### config.mk
export PLATFORM = sky130hd
export DESIGN_NAME = wave_header_parser
export DESIGN_NICKNAME = d
export VERILOG_FILES = /design/src/hdl/whp_pkg.sv /design/src/hdl/whp_core.sv /design/src/hdl/whp_out.sv /design/src/hdl/wave_header_parser.sv
export SDC_FILE = /design/constraint.sdc
export NUM_CORES = 1
export LEC_CHECK = 0
export BUFFER_PORTS_ARGS = -buffer_cell sky130_fd_sc_hd__clkbuf_2
export CORE_ASPECT_RATIO = 1.25
export CORE_MARGIN = 2
export CORE_UTILIZATION = 25
export CTS_CLUSTER_DIAMETER = 30
export DETAILED_ROUTE_END_ITERATION = 6
export MAX_ROUTING_LAYER = met4
export RECOVER_POWER = 50
export SYNTH_ARGS = -nofsm -noshare
export SYNTH_HDL_FRONTEND = slang
export SYNTH_SLANG_ARGS = --single-unit
### constraint.sdc
create_clock -name clk -period 52.5 [get_ports clk]
set_input_delay 13.125 -clock clk [delete_from_list [all_inputs] [get_ports clk]]
set_output_delay 13.125 -clock clk [all_outputs]
set_load 0.05 [all_outputs]
### src/hdl/whp_pkg.sv
// Package for the WAVE header parser: phase codes, tags and the result record.
package whp_pkg;

  typedef enum logic [2:0] {
    PH_HEADER = 3'd0,
    PH_FMT    = 3'd1,
    PH_TAG    = 3'd2,
    PH_SIZE   = 3'd3,
    PH_DONE   = 3'd4
  } phase_t;

  typedef enum logic [1:0] {
    ST_OK        = 2'd0,
    ST_NOT_RIFF  = 2'd1,
    ST_NOT_WAVE  = 2'd2,
    ST_FMT_SHORT = 2'd3
  } status_t;

  localparam logic [31:0] TAG_RIFF = 32'h5249_4646;
  localparam logic [31:0] TAG_RIFX = 32'h5249_4658;
  localparam logic [31:0] TAG_WAVE = 32'h5741_5645;
  localparam logic [31:0] FMT_MIN  = 32'd16;

  localparam int RES_W   = 227;
  localparam int TDATA_W = 232;

  // Lowest field last, so status lands in bits [1:0] when packed.
  typedef struct packed {
    logic [31:0] data_size;
    logic [31:0] second_chunk_tag;
    logic [15:0] bits_per_sample;
    logic [15:0] block_align;
    logic [31:0] byte_rate;
    logic [31:0] sample_rate;
    logic [15:0] num_channels;
    logic [15:0] audio_format;
    logic [31:0] riff_size;
    logic        big_endian;
    status_t     status;
  } result_t;

  function automatic logic [31:0] swap32(input logic [31:0] w);
    swap32 = {w[7:0], w[15:8], w[23:16], w[31:24]};
  endfunction

  function automatic logic [15:0] swap16(input logic [15:0] w);
    swap16 = {w[7:0], w[15:8]};
  endfunction

endpackage

### src/hdl/whp_core.sv
// Parser state, field capture and result formation for one byte per beat.
module whp_core (
  input  logic             clk,
  input  logic             rst,
  input  logic             step,
  input  logic [7:0]       in_byte,
  input  logic             in_start,
  output logic             res_valid,
  output whp_pkg::result_t res
);

  whp_pkg::phase_t phase, phase_next, cur_phase;
  logic [31:0] pos, pos_next, cur_pos;
  logic        endian, endian_next, cur_endian;
  logic [31:0] asm_word, asm_word_next, cur_asm;
  logic [31:0] fmt_len, fmt_len_next, cur_fmt_len;
  logic [31:0] outer_size, outer_size_next, cur_outer_size;
  logic [15:0] fmt_code, fmt_code_next, cur_fmt_code;
  logic [15:0] channels, channels_next, cur_channels;
  logic [31:0] rate, rate_next, cur_rate;
  logic [31:0] bps, bps_next, cur_bps;
  logic [15:0] frame_bytes, frame_bytes_next, cur_frame_bytes;
  logic [15:0] sample_bits, sample_bits_next, cur_sample_bits;
  logic [31:0] tag, tag_next, cur_tag;
  logic [31:0] w32;
  logic [15:0] w16;
  whp_pkg::status_t res_status;
  logic [31:0] res_dsize;

  always_comb begin
    if (in_start) begin
      cur_phase       = whp_pkg::PH_HEADER;
      cur_pos         = '0;
      cur_endian      = 1'b0;
      cur_asm         = '0;
      cur_fmt_len     = '0;
      cur_outer_size  = '0;
      cur_fmt_code    = '0;
      cur_channels    = '0;
      cur_rate        = '0;
      cur_bps         = '0;
      cur_frame_bytes = '0;
      cur_sample_bits = '0;
      cur_tag         = '0;
    end else begin
      cur_phase       = phase;
      cur_pos         = pos;
      cur_endian      = endian;
      cur_asm         = asm_word;
      cur_fmt_len     = fmt_len;
      cur_outer_size  = outer_size;
      cur_fmt_code    = fmt_code;
      cur_channels    = channels;
      cur_rate        = rate;
      cur_bps         = bps;
      cur_frame_bytes = frame_bytes;
      cur_sample_bits = sample_bits;
      cur_tag         = tag;
    end

    phase_next       = cur_phase;
    pos_next         = cur_pos;
    endian_next      = cur_endian;
    asm_word_next    = cur_asm;
    fmt_len_next     = cur_fmt_len;
    outer_size_next  = cur_outer_size;
    fmt_code_next    = cur_fmt_code;
    channels_next    = cur_channels;
    rate_next        = cur_rate;
    bps_next         = cur_bps;
    frame_bytes_next = cur_frame_bytes;
    sample_bits_next = cur_sample_bits;
    tag_next         = cur_tag;
    res_valid        = 1'b0;
    res_status       = whp_pkg::ST_OK;
    res_dsize        = '0;

    asm_word_next = {cur_asm[23:0], in_byte};
    w32 = cur_endian ? asm_word_next : whp_pkg::swap32(asm_word_next);
    w16 = cur_endian ? asm_word_next[15:0] : whp_pkg::swap16(asm_word_next[15:0]);

    unique case (cur_phase)
      whp_pkg::PH_HEADER: begin
        pos_next = cur_pos + 32'd1;
        if (cur_pos == 32'd3) begin
          if (asm_word_next == whp_pkg::TAG_RIFX) begin
            endian_next = 1'b1;
          end else if (asm_word_next != whp_pkg::TAG_RIFF) begin
            res_valid  = 1'b1;
            res_status = whp_pkg::ST_NOT_RIFF;
          end
        end else if (cur_pos == 32'd7) begin
          outer_size_next = w32;
        end else if (cur_pos == 32'd11) begin
          if (asm_word_next != whp_pkg::TAG_WAVE) begin
            res_valid  = 1'b1;
            res_status = whp_pkg::ST_NOT_WAVE;
          end
        end else if (cur_pos == 32'd19) begin
          fmt_len_next = w32;
          if (w32 < whp_pkg::FMT_MIN) begin
            res_valid  = 1'b1;
            res_status = whp_pkg::ST_FMT_SHORT;
          end else begin
            phase_next = whp_pkg::PH_FMT;
            pos_next   = '0;
          end
        end
      end
      whp_pkg::PH_FMT: begin
        pos_next = cur_pos + 32'd1;
        if (cur_pos == 32'd1)  fmt_code_next    = w16;
        if (cur_pos == 32'd3)  channels_next    = w16;
        if (cur_pos == 32'd7)  rate_next        = w32;
        if (cur_pos == 32'd11) bps_next         = w32;
        if (cur_pos == 32'd13) frame_bytes_next = w16;
        if (cur_pos == 32'd15) sample_bits_next = w16;
        if (cur_pos == cur_fmt_len - 32'd1) begin
          phase_next = whp_pkg::PH_TAG;
          pos_next   = '0;
        end
      end
      whp_pkg::PH_TAG: begin
        pos_next = cur_pos + 32'd1;
        if (cur_pos == 32'd3) begin
          tag_next   = asm_word_next;
          phase_next = whp_pkg::PH_SIZE;
          pos_next   = '0;
        end
      end
      whp_pkg::PH_SIZE: begin
        pos_next = cur_pos + 32'd1;
        if (cur_pos == 32'd3) begin
          res_valid = 1'b1;
          res_dsize = w32;
        end
      end
      default: begin
        // hold everything once a result has gone out
        asm_word_next = cur_asm;
      end
    endcase

    if (res_valid) begin
      phase_next = whp_pkg::PH_DONE;
    end

    res.status           = res_status;
    res.big_endian       = endian_next;
    res.riff_size        = outer_size_next;
    res.audio_format     = fmt_code_next;
    res.num_channels     = channels_next;
    res.sample_rate      = rate_next;
    res.byte_rate        = bps_next;
    res.block_align      = frame_bytes_next;
    res.bits_per_sample  = sample_bits_next;
    res.second_chunk_tag = tag_next;
    res.data_size        = res_dsize;
  end

  always_ff @(posedge clk) begin
    if (rst) begin
      phase       <= whp_pkg::PH_HEADER;
      pos         <= '0;
      endian      <= 1'b0;
      asm_word    <= '0;
      fmt_len     <= '0;
      outer_size  <= '0;
      fmt_code    <= '0;
      channels    <= '0;
      rate        <= '0;
      bps         <= '0;
      frame_bytes <= '0;
      sample_bits <= '0;
      tag         <= '0;
    end else if (step) begin
      phase       <= phase_next;
      pos         <= pos_next;
      endian      <= endian_next;
      asm_word    <= asm_word_next;
      fmt_len     <= fmt_len_next;
      outer_size  <= outer_size_next;
      fmt_code    <= fmt_code_next;
      channels    <= channels_next;
      rate        <= rate_next;
      bps         <= bps_next;
      frame_bytes <= frame_bytes_next;
      sample_bits <= sample_bits_next;
      tag         <= tag_next;
    end
  end

endmodule

### src/hdl/whp_out.sv
// Result register with a skid entry driving the master-side stream.
module whp_out (
  input  logic                        clk,
  input  logic                        rst,
  input  logic                        push,
  input  whp_pkg::result_t            push_data,
  output logic                        full,
  output logic                        m_axis_tvalid,
  input  logic                        m_axis_tready,
  output logic [whp_pkg::TDATA_W-1:0] m_axis_tdata
);

  logic             main_valid;
  logic             skid_valid;
  whp_pkg::result_t main_data;
  whp_pkg::result_t skid_data;
  logic             pop;

  assign pop           = main_valid && m_axis_tready;
  assign full          = skid_valid;
  assign m_axis_tvalid = main_valid;
  assign m_axis_tdata  = {{(whp_pkg::TDATA_W - whp_pkg::RES_W){1'b0}}, main_data};

  always_ff @(posedge clk) begin
    if (rst) begin
      main_valid <= 1'b0;
      skid_valid <= 1'b0;
    end else if (skid_valid) begin
      if (pop) begin
        main_valid <= 1'b1;
        skid_valid <= 1'b0;
      end
    end else if (push && main_valid && !pop) begin
      skid_valid <= 1'b1;
    end else if (push) begin
      main_valid <= 1'b1;
    end else if (pop) begin
      main_valid <= 1'b0;
    end
  end

  always_ff @(posedge clk) begin
    if (skid_valid) begin
      if (pop) begin
        main_data <= skid_data;
      end
    end else if (push && main_valid && !pop) begin
      skid_data <= push_data;
    end else if (push) begin
      main_data <= push_data;
    end
  end

endmodule

### src/hdl/wave_header_parser.sv
// Top level of the WAVE header parser: input register, parser core, result stage.
//
// Takes one file byte per beat (tuser marks the first byte of a new file and
// restarts the parser) and emits one result beat when the header has been read
// through the size field of the chunk after fmt, or as soon as a bad RIFF/RIFX
// tag, a bad WAVE tag or an fmt chunk shorter than 16 bytes is seen. After a
// result, bytes give nothing until the next start. Throughput is one byte per
// clock: the byte sits in an input register, the parser forms its next state
// from it combinationally, and the result lands in a two-entry output register,
// so input is only held back when both output entries are waiting. A byte's
// result passes through the input register and then the output register.
module wave_header_parser (
  input  logic                        clk,
  input  logic                        rst,
  input  logic                        s_axis_tvalid,
  output logic                        s_axis_tready,
  input  logic [7:0]                  s_axis_tdata,  // data_byte
  input  logic                        s_axis_tuser,  // start_of_file
  output logic                        m_axis_tvalid,
  input  logic                        m_axis_tready,
  // status[1:0], big_endian, riff_size, audio_format, num_channels, sample_rate,
  // byte_rate, block_align, bits_per_sample, second_chunk_tag, data_size, pad
  output logic [whp_pkg::TDATA_W-1:0] m_axis_tdata
);

  logic             in_valid;
  logic [7:0]       in_byte;
  logic             in_start;
  logic             full;
  logic             advance;
  logic             res_valid;
  whp_pkg::result_t res;

  assign advance       = in_valid && !full;
  assign s_axis_tready = !in_valid || !full;

  always_ff @(posedge clk) begin
    if (rst) begin
      in_valid <= 1'b0;
    end else if (s_axis_tvalid && s_axis_tready) begin
      in_valid <= 1'b1;
    end else if (advance) begin
      in_valid <= 1'b0;
    end
  end

  always_ff @(posedge clk) begin
    if (s_axis_tvalid && s_axis_tready) begin
      in_byte  <= s_axis_tdata;
      in_start <= s_axis_tuser;
    end
  end

  whp_core u_core (
    .clk      (clk),
    .rst      (rst),
    .step     (advance),
    .in_byte  (in_byte),
    .in_start (in_start),
    .res_valid(res_valid),
    .res      (res)
  );

  whp_out u_out (
    .clk          (clk),
    .rst          (rst),
    .push         (advance && res_valid),
    .push_data    (res),
    .full         (full),
    .m_axis_tvalid(m_axis_tvalid),
    .m_axis_tready(m_axis_tready),
    .m_axis_tdata (m_axis_tdata)
  );

endmodule

==> results.py <==
metrics = {
    "run_status": {
        "outcome": "finished with violations",
        "violations": "max-capacitance violations, max-slew violations",
    },
    "worst_setup_path": {
        "r2r_start": "in_start",
        "r2r_cells": 13,
        "path_max_fanout": 157,
        "timing.rr.end": "u_out.m_axis_tdata[73]",
        "r2r_slack_ns": 30.95,
        "critPathArrivalTime_ns": 21.83,
        "worstPathRequired_ns": 52.78,
        "crit_type": "reg2reg",
        "setup.worst_path.end_class": "flop",
        "cp-start-kind": "flop",
    },
    "sta": {
        "grt_setup_unrepaired": "false",
        "slew_violations": 953,
        "fin_crit_ns": 21.55,
        "hold_violations": 0,
        "fmax_ghz": 0.0464,
        "skew_ns": 0.0881,
        "finalSetupTns_ns": 0,
        "tightest_slew_ns": 8.96,
        "fin_crit_sh_pct": 41.1,
        "whs_ns": 0.454,
        "fin_ws_ns": 30.95,
        "setup_violations": 0,
        "relSlewSlack_pct": -497,
    },
    "logic_synthesis": {
        "synth_seq_cells": 750,
        "synthTopCellsByCount": "nor2_1, edfxtp_1, nand2_1, dfxtp_1, clkbuf_1",
        "avgSynthCellArea_um2": 10.2,
        "yosys.cell_types.count": 81,
        "yosysMostFrequentCell": "nor2_1",
        "synth_area_leader_cell": "edfxtp_1",
        "yosysSeqAreaShare_pct": 59.4,
        "synth_enable_flop_cells": 463,
        "async_flop_share_pct": 0,
        "ys_top_cells_by_area": "edfxtp_1, dfxtp_1, nor2_1",
        "synthCells": 3249,
        "synth.cell_area_mm2": 0.0331,
        "yosys_warnings": 0,
        "synth_top_area_share_pct": 42.0,
        "ys.flop_type": "edfxtp_1",
    },
    "global_routing": {
        "grt_pass1_vias": 23600,
        "grt_max_degree": 202,
        "grt_first_pass_wirelength_mm": 154,
        "grt-ovfl-total": 0,
        "grt_util_all_layers_pct": 15.4,
        "antenna_found_initial": 2,
    },
    "route": {
        "dr.pass1.iters": 6,
        "wl_per_cell_um": 20.1,
        "wl_mm": 105,
        "vias_per_cell": 4.91,
        "vias": 25600,
        "ant_nets": 0,
        "drc": 0,
        "drt_iter0_markers": 2602,
    },
    "cts": {
        "cts_resized": 0,
        "cts_max_path_buffers": 3,
        "clkSinkCount": 750,
        "path_clk_slew_ns": 0.06,
        "htreeDepth": 3,
        "cts_tree": "done",
        "clock_latency_ns": 0.74,
        "cts_hold_buffers": 0,
        "cts_made_buffers": 105,
        "post_cts_buffers": 0,
        "clockRootBuffer": "clkbuf_16",
    },
    "job": {
        "maxCapViolCount": 14,
    },
    "placement": {
        "port_buffers": 241,
        "gp_congestion": 0.898,
        "dp_hpwl_mm": 66.0,
        "pre_cts_slack_ns": 36.87,
    },
    "final_layout": {
        "fin_util_pct": 30.2,
        "drive_above_1_share_pct": 18.9,
        "syn_to_final_growth_pct": 20.0,
        "finalNetCount": 3395,
    },
    "power_and_ir_drop": {
        "design_power_total_mw": 1.46,
        "p_leak_nw": 14.0,
        "ir_worst_vdd_v": 0.0000290,
        "power_density_mw_per_mm2": 36.6,
    },
    "floorplan": {
        "fp-row-count": 149,
        "ios": 247,
        "die_area_mm2": 0.135,
        "core_mm2": 0.132,
        "fp.dieW_um": 329,
        "start_util_pct": 25.1,
        "die_h_um": 411,
    },
    "hold_path": {
        "holdPathEnd": "u_core.frame_bytes[0]",
        "holdPathStages": 2,
        "hp-class": "reg2reg",
        "worstHoldStart": "u_core.frame_bytes[0]",
    },
}
[per-stage QoR]
step                area (um2)  cells
global placement         35900   5008
CTS                      39800   5208
finish                   39700   5209
global route             39700   5209
floorplan                33100   3253
detailed placement       35900   5008
[final cells by class]
| class | count | area (um2) |
|---|---|---|
| Inverter | 17 | 65.1 |
| Fill cell | 13500 | 91900 |
| Sequential cell | 750 | 19700 |
| Clock buffer | 124 | 2840 |
| Multi-Input combinational cell | 2215 | 12400 |
| Clock inverter | 76 | 1040 |
| Timing Repair Buffer | 290 | 1550 |
| Antenna cell | 1 | 2.50 |
| Tap cell | 1736 | 2170 |
[power by group]
part	leakage [nW]	switching, mW	internal (mW)	total (mW)
logic	5.55	0.0396	0.0167	0.0563
clock network	1.87	0.298	0.464	0.762
registers	6.54	0.00639	0.630	0.637
[cells by family (layout without fill, tap and decap cells)]
group / count (synthesis) / after routing / synth area share (%)
other: 1 / 6 / 0.0113
XOR/XNOR: 41 / 41 / 1.08
flip-flops: 750 / 750 / 59.4
buffers and inverters: 288 / 507 / 3.39
AO/OA/AOI/OAI: 607 / 607 / 11.2
multiplexers: 183 / 183 / 6.18
AND/OR/NAND/NOR: 1376 / 1376 / 18.6
adder cells (fa/ha/maj): 3 / 3 / 0.113
[flip-flops by register name, summed over array words and instances (netlist names)]
register / flops
u_out.m_axis_tdata: 227
u_out.skid_data: 227
u_core.bps: 32
u_core.fmt_len: 32
u_core.outer_size: 32
u_core.pos: 32
u_core.rate: 32
u_core.tag: 32
u_core.asm_word: 24
u_core.channels: 16
u_core.fmt_code: 16
u_core.frame_bytes: 16
u_core.sample_bits: 16
in_byte: 8
u_core.phase: 3
in_start: 1
in_valid: 1
u_core.endian: 1
u_out.full: 1
u_out.m_axis_tvalid: 1
[how the worst max path moves through the flow]
stage	start	end	slack, ns	cells after the start
6_report	in_start	u_out.m_axis_tdata[73]	30.95	13
5_1_grt	in_start	u_out.m_axis_tdata[73]	29.06	13
4_1_cts	u_out.full	s_axis_tready	37.54	2
3_5_place_dp	m_axis_tready	u_out.m_axis_tdata[118]	36.87	5
3_3_place_gp	m_axis_tready	u_out.m_axis_tdata[118]	36.90	5
2_1_floorplan	m_axis_tready	u_out.skid_data[0]	22.92	1
[per-layer routing]
layer	wire length, um	up-vias	GRT usage (%)
met4	4730	0	7.30
li1	-	11900	-
met5	0	-	-
met3	6340	208	2.32
met2	49400	859	24.0
met1	44300	12600	19.6
[critical path, cell delays in order, from the launching register on]
cell	delay [ns]
edfxtp_1	0.32
clkbuf_1	1.65
clkbuf_1	4.03
clkinvlp_2	4.62
o21ai_0	1.14
nand4_1	0.16
nor3_1	0.54
nand2b_1	0.14
nand2_1	0.10
o21bai_1	0.11
a21o_1	0.29
a22oi_2	0.14
clkbuf_1	6.25
buf_4	1.43
[placed cells by master, fill, tap and decap left out, drive strengths merged, types with 6 or more instances in the layout]
cell      netlist  layout
nand2b          7       7
nand4          25      25
a21boi          6       6
and4            7       7
nor3          160     160
a211o           8       8
xor2           12      12
a21o           36      36
nor4b           7       7
mux2          172     172
a31oi           8       8
buf            42      33
clkinv          1      32
o2111ai         7       7
o31ai          73      73
edfxtp        463     463
a21oi         156     156
and2           16      16
mux2i          11      11
xnor2          29      29
clkbuf        229     381
clkinvlp        0       7
inv            16      41
nor4           31      31
nor2          524     524
dfxtp         287     287
a211oi         10      10
nand3         150     150
and3           10      10
o21ai         212     212
or3             7       7
nor2b          42      42
nand2         359     359
or4            13      13
bufinv          0      13
a22oi          37      37
No activity file was read; power rests on OpenSTA's default activity.
